===== src/hw/rtl/pjt_pkg.sv =====
// pjt_pkg: shared types and constants of the PTS jump tracker.
// No dependencies; used by the channel interfaces and the top level.
`default_nettype none

package pjt_pkg;

    localparam int PTS_BITS   = 33;
    localparam int BURST_BITS = 20;
    localparam int OUT_BITS   = 34;
    localparam int APB_DBITS  = 64;
    localparam int APB_ABITS  = 5;

    // 90 kHz ticks: 2.5 s jump limit, 0.5 s burst lead
    localparam logic [PTS_BITS-1:0]   JUMP_LIMIT_RST = PTS_BITS'(5 * 90000 / 2);
    localparam logic [BURST_BITS-1:0] BURST_TIME_RST = BURST_BITS'(45000);

    typedef enum logic [1:0] {
        ST_NONE = 2'd0,
        ST_JUMP = 2'd1,
        ST_STEP = 2'd2
    } t_status;

    // register index = paddr[4:3]
    typedef enum logic [1:0] {
        REG_TRICK = 2'd0,
        REG_LIMIT = 2'd1,
        REG_BURST = 2'd2
    } t_reg_idx;

endpackage

`default_nettype wire


===== src/hw/rtl/pjt_if.sv =====
// pjt_in_if / pjt_out_if: valid/ready item channels of the jump tracker.
// Depends on pjt_pkg for field widths and the status type.
`default_nettype none

interface pjt_in_if #(
    parameter int CLOCK_BITS = 34
);
    logic                         valid;
    logic                         ready;
    logic                         is_audio;
    logic                         is_video;
    logic                         pts_present;
    logic [pjt_pkg::PTS_BITS-1:0] pts;
    logic [CLOCK_BITS-1:0]        clock_now;

    modport source (output valid, is_audio, is_video, pts_present, pts, clock_now,
                    input ready);
    modport sink   (input valid, is_audio, is_video, pts_present, pts, clock_now,
                    output ready);
endinterface

interface pjt_out_if;
    logic                         valid;
    logic                         ready;
    pjt_pkg::t_status             status;
    logic [pjt_pkg::PTS_BITS-1:0] elapsed;
    logic                         clock_set;
    logic [pjt_pkg::OUT_BITS-1:0] clock_value;
    logic [pjt_pkg::OUT_BITS-1:0] wait_ticks;

    modport source (output valid, status, elapsed, clock_set, clock_value, wait_ticks,
                    input ready);
    modport sink   (input valid, status, elapsed, clock_set, clock_value, wait_ticks,
                    output ready);
endinterface

`default_nettype wire


===== src/hw/rtl/pts_jump_tracker.sv =====
// pts_jump_tracker: timestamp discontinuity and clock drift tracker.
// Depends on pjt_pkg and the channel interfaces in pjt_if.sv.
//
//  channel  | dir | handshake          | item
//  ---------+-----+--------------------+------------------------------------------
//  i_in     | in  | valid & ready      | flags, pts, clock_now
//  o_out    | out | valid & ready      | status, elapsed, clock_set/value, wait
//  apb      | in  | psel&penable&pwrite| trick_mode @0x00, jump_limit @0x08,
//           |     |                    | burst_time @0x10 (64-bit data)
//
// Pipeline: two register stages (input, result); one item per clock sustained
//   while the sink takes each result. A result is registered once its item
//   moves from the input stage into the result stage. The stored audio/video
//   times are updated as an item moves into the result register, so the next
//   item in the input register always sees them.
// Reset: synchronous, active low; clears both stage valids, the stored times
//   and restores the configuration defaults.
// Stalls: while the result waits, one more item is held in the input stage;
//   ready drops only when both stages are full and the sink stalls.
`default_nettype none

module pts_jump_tracker #(
    parameter int CLOCK_BITS = 34
) (
    input  wire logic                            i_clk,
    input  wire logic                            i_rst_n,
    pjt_in_if.sink                               i_in,
    pjt_out_if.source                            o_out,
    input  wire logic                            psel,
    input  wire logic                            penable,
    input  wire logic                            pwrite,
    input  wire logic [pjt_pkg::APB_ABITS-1:0]   paddr,
    input  wire logic [pjt_pkg::APB_DBITS-1:0]   pwdata,
    output logic      [pjt_pkg::APB_DBITS-1:0]   prdata,
    output logic                                 pready
);

    localparam int PB = pjt_pkg::PTS_BITS;
    localparam int OB = pjt_pkg::OUT_BITS;
    localparam int BB = pjt_pkg::BURST_BITS;
    localparam int WX = CLOCK_BITS + 1;   // clock compares with a sign bit

    // ---------------- configuration ----------------
    logic          r_trick;
    logic [PB-1:0] r_limit;
    logic [BB-1:0] r_burst;
    logic          cfg_wr;
    pjt_pkg::t_reg_idx cfg_idx;

    assign pready  = 1'b1;
    assign cfg_wr  = psel & penable & pwrite;
    assign cfg_idx = pjt_pkg::t_reg_idx'(paddr[4:3]);

    always_ff @(posedge i_clk) begin
        if (!i_rst_n) begin
            r_trick <= 1'b0;
            r_limit <= pjt_pkg::JUMP_LIMIT_RST;
            r_burst <= pjt_pkg::BURST_TIME_RST;
        end else if (cfg_wr) begin
            unique case (cfg_idx)
                pjt_pkg::REG_TRICK: r_trick <= pwdata[0];
                pjt_pkg::REG_LIMIT: r_limit <= pwdata[PB-1:0];
                pjt_pkg::REG_BURST: r_burst <= pwdata[BB-1:0];
                default: ;
            endcase
        end
    end

    always_comb begin
        prdata = '0;
        unique case (cfg_idx)
            pjt_pkg::REG_TRICK: prdata = {{(pjt_pkg::APB_DBITS-1){1'b0}}, r_trick};
            pjt_pkg::REG_LIMIT: prdata = {{(pjt_pkg::APB_DBITS-PB){1'b0}}, r_limit};
            pjt_pkg::REG_BURST: prdata = {{(pjt_pkg::APB_DBITS-BB){1'b0}}, r_burst};
            default:            prdata = '0;
        endcase
    end

    // ---------------- input stage ----------------
    logic                  r_in_valid;
    logic                  r_audio, r_video, r_present;
    logic [PB-1:0]         r_pts;
    logic [CLOCK_BITS-1:0] r_now;
    logic                  r_out_valid;
    logic                  adv;     // input stage moves to result stage
    logic                  in_acc;

    assign adv        = r_in_valid & (~r_out_valid | o_out.ready);
    assign i_in.ready = ~r_in_valid | adv;
    assign in_acc     = i_in.valid & i_in.ready;

    always_ff @(posedge i_clk) begin
        if (!i_rst_n) begin
            r_in_valid <= 1'b0;
        end else if (i_in.ready) begin
            r_in_valid <= i_in.valid;
        end
    end

    always_ff @(posedge i_clk) begin
        if (in_acc) begin
            r_audio   <= i_in.is_audio;
            r_video   <= i_in.is_video;
            r_present <= i_in.pts_present;
            r_pts     <= i_in.pts;
            r_now     <= i_in.clock_now;
        end
    end

    // ---------------- tracking logic ----------------
    logic [PB-1:0] r_audio_time, r_video_time;
    logic [PB-1:0] cur, d_fwd, d_bwd, abs_step, elapsed;
    logic          usable, fwd, jump, step_pos, drift_chk, drift;
    logic          cset, keep_video;
    logic [PB-1:0] n_audio_time, n_video_time, ref_time;
    logic [WX-1:0] now_x, pts_x, ref_x, drift_d, wait_d, drift_abs;
    logic [OB-1:0] cval, wait_v;
    pjt_pkg::t_status status;

    always_comb begin
        usable   = r_present & (r_pts != '0);
        cur      = r_audio ? r_audio_time : r_video_time;
        d_fwd    = r_pts - cur;
        d_bwd    = cur - r_pts;
        fwd      = (r_pts >= cur);
        abs_step = fwd ? d_fwd : d_bwd;
        jump     = abs_step > r_limit;

        // audio reports |step|; video drops a backward step
        elapsed  = '0;
        if (usable & ~jump) begin
            elapsed = (r_audio | fwd) ? abs_step : '0;
        end
        step_pos = (elapsed != '0);

        // video keeps its time on a small backward step
        keep_video = ~r_audio & ~jump & ~fwd;

        // drift: the tracked time just became pts whenever elapsed > 0
        now_x     = {1'b0, r_now};
        pts_x     = {{(WX-PB){1'b0}}, r_pts};
        drift_d   = now_x - pts_x;
        drift_abs = drift_d[WX-1] ? (pts_x - now_x) : drift_d;
        drift_chk = r_audio | (r_video & r_trick);
        drift     = step_pos & drift_chk & (drift_abs > {{(WX-PB){1'b0}}, r_limit});

        // reference time after this item's update
        if (r_trick) begin
            ref_time = r_audio ? r_video_time : r_pts;
        end else begin
            ref_time = r_audio ? r_pts : r_audio_time;
        end
        ref_x  = {{(WX-PB){1'b0}}, ref_time};
        wait_d = ref_x - now_x;
        wait_v = (step_pos & (ref_x > now_x)) ? wait_d[OB-1:0] : '0;

        cset = usable & ((jump & (r_audio | r_trick)) | drift);
        cval = cset ? ({1'b0, r_pts} + {{(OB-BB){1'b0}}, r_burst}) : '0;

        if (!usable) begin
            status = pjt_pkg::ST_NONE;
        end else if (jump) begin
            status = pjt_pkg::ST_JUMP;
        end else begin
            status = pjt_pkg::ST_STEP;
        end

        n_audio_time = r_audio_time;
        n_video_time = r_video_time;
        if (usable) begin
            if (r_audio) begin
                n_audio_time = r_pts;
            end else if (!keep_video) begin
                n_video_time = r_pts;
            end
        end
    end

    always_ff @(posedge i_clk) begin
        if (!i_rst_n) begin
            r_audio_time <= '0;
            r_video_time <= '0;
        end else if (adv) begin
            r_audio_time <= n_audio_time;
            r_video_time <= n_video_time;
        end
    end

    // ---------------- result stage ----------------
    pjt_pkg::t_status r_status;
    logic [PB-1:0]    r_elapsed;
    logic             r_cset;
    logic [OB-1:0]    r_cval, r_wait;

    always_ff @(posedge i_clk) begin
        if (!i_rst_n) begin
            r_out_valid <= 1'b0;
        end else if (adv) begin
            r_out_valid <= 1'b1;
        end else if (o_out.ready) begin
            r_out_valid <= 1'b0;
        end
    end

    always_ff @(posedge i_clk) begin
        if (adv) begin
            r_status  <= status;
            r_elapsed <= elapsed;
            r_cset    <= cset;
            r_cval    <= cval;
            r_wait    <= wait_v;
        end
    end

    assign o_out.valid       = r_out_valid;
    assign o_out.status      = r_status;
    assign o_out.elapsed     = r_elapsed;
    assign o_out.clock_set   = r_cset;
    assign o_out.clock_value = r_cval;
    assign o_out.wait_ticks  = r_wait;

    // ---------------- checks ----------------
    a_none_zero: assert property (@(posedge i_clk) disable iff (!i_rst_n)
        r_out_valid && r_status == pjt_pkg::ST_NONE |->
            r_elapsed == '0 && !r_cset && r_wait == '0)
        else $error("absent timestamp gave a nonzero result field");

    a_jump_zero: assert property (@(posedge i_clk) disable iff (!i_rst_n)
        r_out_valid && r_status == pjt_pkg::ST_JUMP |-> r_elapsed == '0 && r_wait == '0)
        else $error("jump reset reported elapsed or wait");

    a_cval_zero: assert property (@(posedge i_clk) disable iff (!i_rst_n)
        r_out_valid && !r_cset |-> r_cval == '0)
        else $error("clock value without a clock load");

    a_time_hold: assert property (@(posedge i_clk) disable iff (!i_rst_n)
        !adv |=> $stable(r_audio_time) && $stable(r_video_time))
        else $error("stored time changed without an item");

    a_wait_step: assert property (@(posedge i_clk) disable iff (!i_rst_n)
        r_out_valid && r_elapsed == '0 |-> r_wait == '0)
        else $error("wait reported on a zero step");

endmodule

`default_nettype wire

===== src/flat_wrapper.sv =====
// flat-port wrapper written by rule: the top's interface ports become plain ports
module pts_jump_tracker_flat 
#(
    parameter int CLOCK_BITS = 34
)
  (i_clk, i_rst_n, psel, penable, pwrite, paddr, pwdata, prdata, pready, i_in_valid, i_in_is_audio, i_in_is_video, i_in_pts_present, i_in_pts, i_in_clock_now, i_in_ready, o_out_valid, o_out_status, o_out_elapsed, o_out_clock_set, o_out_clock_value, o_out_wait_ticks, o_out_ready);
  pjt_in_if #(.CLOCK_BITS(CLOCK_BITS)) i_in_i ();
  pjt_out_if o_out_i ();
  input  wire logic i_clk;
  input  wire logic i_rst_n;
  input  wire logic psel;
  input  wire logic penable;
  input  wire logic pwrite;
  input  wire logic [pjt_pkg::APB_ABITS-1:0] paddr;
  input  wire logic [pjt_pkg::APB_DBITS-1:0] pwdata;
  output logic      [pjt_pkg::APB_DBITS-1:0] prdata;
  output logic pready;
  input wire logic [$bits(i_in_i.valid)-1:0] i_in_valid;
  input wire logic [$bits(i_in_i.is_audio)-1:0] i_in_is_audio;
  input wire logic [$bits(i_in_i.is_video)-1:0] i_in_is_video;
  input wire logic [$bits(i_in_i.pts_present)-1:0] i_in_pts_present;
  input wire logic [$bits(i_in_i.pts)-1:0] i_in_pts;
  input wire logic [$bits(i_in_i.clock_now)-1:0] i_in_clock_now;
  output wire logic [$bits(i_in_i.ready)-1:0] i_in_ready;
  output wire logic [$bits(o_out_i.valid)-1:0] o_out_valid;
  output wire logic [$bits(o_out_i.status)-1:0] o_out_status;
  output wire logic [$bits(o_out_i.elapsed)-1:0] o_out_elapsed;
  output wire logic [$bits(o_out_i.clock_set)-1:0] o_out_clock_set;
  output wire logic [$bits(o_out_i.clock_value)-1:0] o_out_clock_value;
  output wire logic [$bits(o_out_i.wait_ticks)-1:0] o_out_wait_ticks;
  input wire logic [$bits(o_out_i.ready)-1:0] o_out_ready;
  assign i_in_i.valid = i_in_valid;
  assign i_in_i.is_audio = i_in_is_audio;
  assign i_in_i.is_video = i_in_is_video;
  assign i_in_i.pts_present = i_in_pts_present;
  assign i_in_i.pts = i_in_pts;
  assign i_in_i.clock_now = i_in_clock_now;
  assign i_in_ready = i_in_i.ready;
  assign o_out_valid = o_out_i.valid;
  assign o_out_status = o_out_i.status;
  assign o_out_elapsed = o_out_i.elapsed;
  assign o_out_clock_set = o_out_i.clock_set;
  assign o_out_clock_value = o_out_i.clock_value;
  assign o_out_wait_ticks = o_out_i.wait_ticks;
  assign o_out_i.ready = o_out_ready;
  pts_jump_tracker #(.CLOCK_BITS(CLOCK_BITS)) u_core (.i_clk(i_clk), .i_rst_n(i_rst_n), .i_in(i_in_i), .o_out(o_out_i), .psel(psel), .penable(penable), .pwrite(pwrite), .paddr(paddr), .pwdata(pwdata), .prdata(prdata), .pready(pready));
endmodule

===== config.mk =====
export PLATFORM = sky130hd
export DESIGN_NAME = pts_jump_tracker_flat
export DESIGN_NICKNAME = d
export VERILOG_FILES = /design/src/hw/rtl/pjt_pkg.sv /design/src/hw/rtl/pjt_if.sv /design/src/hw/rtl/pts_jump_tracker.sv /design/src/flat_wrapper.sv
export SDC_FILE = /design/constraint.sdc
export NUM_CORES = 1
export LEC_CHECK = 0
export BUFFER_PORTS_ARGS = -buffer_cell sky130_fd_sc_hd__buf_2
export CAP_MARGIN = 10
export CORE_AREA = 2 2 208 251
export DETAILED_ROUTE_END_ITERATION = 10
export DIE_AREA = 0 0 210 253
export PLACE_DENSITY = 0.71
export SYNTH_ARGS = -nofsm -noshare
export SYNTH_HDL_FRONTEND = slang
export SYNTH_SLANG_ARGS = --single-unit

===== constraint.sdc =====
create_clock -name i_clk -period 18.95 [get_ports i_clk]
set_clock_uncertainty 0.2 [all_clocks]
set_input_delay 1.895 -clock i_clk [delete_from_list [all_inputs] [get_ports i_clk]]
set_output_delay 1.895 -clock i_clk [all_outputs]
set_load 0.01 [all_outputs]

==> results.py <==
metrics = {
    "outcome": {
        "status": "complete, no violations",
    },
    "drt": {
        "viasPerCell": 6.31,
        "routed_wl_um": 96800,
        "drt-pass1-iter-count": 6,
        "wl_per_cell_um": 25.3,
        "drt_first_iter_violations": 2754,
        "post-route-drc-count": 0,
        "ant_nets": 0,
        "num_vias": 24100,
    },
    "clocking": {
        "numCtsBuffers": 30,
        "cts.sink_count": 296,
        "cts_hold_buf": 0,
        "cts_root_buffer": "clkbuf_16",
        "clkSlewWorstSetupHoldPaths_ns": 0.07,
        "cts_buffer_depth": 3,
        "ctsResizeCount": 0,
        "cts_tree": "yes",
        "insertion_delay_ns": 0.62,
        "post_cts.repair.setup_buffers": 0,
        "cts_max_level": 1,
    },
    "run": {
        "cap_violations": 0,
    },
    "timing": {
        "fmax_ghz": 0.102,
        "relSlewSlack_pct": 25.4,
        "tightest_slew_ns": 1.11,
        "finalHoldViolations": 0,
        "slew_viol_final": 0,
        "fin_crit_ns": 9.76,
        "grt_setup_unrepaired": "false",
        "setup_viol": 0,
        "post-route-period-util_pct": 51.5,
        "tns_ns": 0,
    },
    "synthesis": {
        "synth-edff-count": 174,
        "ys_warn_count": 0,
        "synthTopCellsByCount": "278 x nand2_1, 263 x a21oi_1, 250 x ha_1, 208 x nor2_1, 195 x inv_1",
        "yosysTopAreaCellShare_pct": 20.8,
        "synth.distinct_cells": 90,
        "synth_ff_type": "edfxtp_1",
        "ys_async_sr_fraction_pct": 0,
        "synth_seq_cells": 296,
        "ys_top_cells_by_area": "edfxtp_1 21%, ha_1 12%, dfxtp_1 9.7%",
        "syn-cell-area_um2": 25100,
        "ys_seq_area_share_pct": 30.6,
        "syn-instance-count": 2990,
        "yosysMostFrequentCell": "nand2_1",
        "syn_area_per_cell_um2": 8.39,
        "synth.largest_area_cell": "edfxtp_1",
    },
    "pwr": {
        "ir_drop_mv": 0.0743,
        "p_int_mw": 1.30,
        "cellLeakagePower_nw": 11.8,
        "combPwrFrac_pct": 30.9,
        "p_per_area_nw_per_um2": 71.9,
        "power_frac_seq_pct": 37.3,
        "power_switching_mw": 0.696,
        "clkPwrFrac_pct": 31.7,
        "switching_share_pct": 34.9,
    },
    "worst_setup_path": {
        "required_ns": 19.14,
        "r2r_cells": 27,
        "cp_max_fo": 71,
        "cp-end-kind": "register",
        "crit-reg2reg-launch": "u_core.r_audio",
        "cp-start-kind": "register",
        "slowest_delay_ns": 0.78,
        "crit_path_top_delay_cell": "buf_4",
        "startpoint": "u_core.r_audio",
        "crit_type": "reg -> reg",
        "critPathArrivalTime_ns": 9.94,
    },
    "global_routing": {
        "grt_pass1_vias": 23100,
        "antenna_found_initial": 3,
        "grtUsageTotal_pct": 35.4,
        "grt_max_degree": 123,
        "gr-total-overflow": 0,
        "grt_pass1_wl_um": 142000,
    },
    "placement": {
        "dp_hpwl_um": 76500,
        "routabilityCongestion": 0.989,
        "place.port_buffers": 250,
    },
    "die": {
        "core_um2": 50900,
        "fp.dieH_um": 253,
        "io_pins": 317,
        "initial_core_util_pct": 49.3,
        "die_area_um2": 53100,
        "die_w_um": 210,
        "fp-row-count": 91,
    },
    "hold_path": {
        "hold_path_depth": 2,
        "worstHoldStart": "u_core.r_limit[24]",
        "hold_class": "reg -> reg",
    },
    "final_layout": {
        "final_util_pct": 54.4,
        "fin_nets": 3550,
        "drive_gt1_share_pct": 13.2,
        "area_delta_synth_final_pct": 10.5,
    },
}
worst paths after layout:
kind                                 endpoint  slack (ns)
setup / recovery  u_core.o_out.clock_value[2]        9.19
hold / removal             u_core.r_limit[24]        0.29
setup reg to reg  u_core.o_out.clock_value[2]        9.19
hold reg to reg            u_core.r_limit[24]        0.29
critical path, delay by kind of cell, from the launching register on:
| kind | cells | cell delay (ns) |
|---|---|---|
| AOI/OAI and AO/OA | 12 | 2.72 |
| and+or+nand+nor | 5 | 2.32 |
| buffers and inverters | 6 | 2.15 |
| adders and majority gates | 2 | 0.70 |
| muxes | 1 | 0.52 |
| xor gates and xnor gates | 1 | 0.51 |
| DFF | 1 | 0.33 |
layout make-up:
cell class | instances | area, µm²
multi-input combinational | 2338 | 15900
tap | 651 | 815
clock inverter | 14 | 166
fill | 4767 | 23200
sequential | 296 | 7670
timing repair buffer | 286 | 1530
antenna | 3 | 7.51
clock buffer | 42 | 871
inverter | 196 | 736
per-stage QoR:
step | power [mW] | cell area (µm²) | instances | hold slack [ns] | setup WS, ns
2_1_floorplan | 1.16 | 25200 | 3020 | 0.252 | 11.59
3_3_place_gp | 1.35 | 26600 | 3766 | 0.264 | 9.43
5_1_grt | 2.08 | 27700 | 3824 | 0.311 | 8.70
4_1_cts | 1.99 | 27700 | 3822 | 0.284 | 9.34
6_report | 1.99 | 27700 | 3826 | 0.287 | 9.19
3_5_place_dp | 1.35 | 26600 | 3766 | 0.275 | 9.33
power groups by stage:
| stage | clock, mW | sequential, mW | combinational (mW) |
|---|---|---|---|
| floorplan | 0 | 0.753 | 0.404 |
| CTS | 0.641 | 0.743 | 0.603 |
| global route | 0.663 | 0.746 | 0.666 |
| global placement | 0 | 0.756 | 0.590 |
| detailed placement | 0 | 0.757 | 0.598 |
| finish | 0.632 | 0.744 | 0.617 |
registers in the layout, summed over array words and instances, names as in the netlist:
register	flops
u_core.r_now	34
u_core.o_out.clock_set	1
u_core.r_video	1
u_core.r_audio_time	33
u_core.r_limit	33
u_core.o_out.valid	1
u_core.o_out.status	2
u_core.r_burst	20
u_core.r_trick	1
u_core.o_out.clock_value	34
u_core.r_in_valid	1
u_core.o_out.elapsed	33
u_core.r_video_time	33
u_core.r_audio	1
u_core.o_out.wait_ticks	34
u_core.r_present	1
u_core.r_pts	33
logic make-up (layout without fill, tap and decap cells):
logic type	after synthesis	count (layout)	synth area share [%]
multiplexers	74	74	2.99
AO/OA/AOI/OAI	888	888	23.4
other	2	35	0.0299
buffers and inverters	386	538	6.75
AND/OR/NAND/NOR	1011	1011	20.6
adder cells (fa/ha/maj)	256	256	13.0
flip-flops	296	296	30.6
XOR/XNOR	77	77	2.69
per-layer routing:
layer,routed length [µm],up-vias,share of wire [%],global-route usage (%)
met1,40000,11700,41,46.1
met3,7170,196,7.4,4.92
li1,-,11100,-,-
met5,0,-,0,0
met2,44200,1137,46,57.4
met4,5460,0,5.6,18.2
cell usage in the layout, fill, tap and decap left out, types with 54 or more instances in the layout:
cell type,instances
inv_1,195
ha_1,250
buf_2,250
dfxtp_1,122
nand3_1,70
nand2_1,278
a21boi_0,76
mux2i_1,67
a21o_1,84
o21ai_0,141
edfxtp_1,174
nor3_1,74
nor2b_1,86
xnor2_1,54
nor2_1,208
nand4_1,59
a21oi_1,263
No activity file was read; power rests on OpenSTA's default activity.
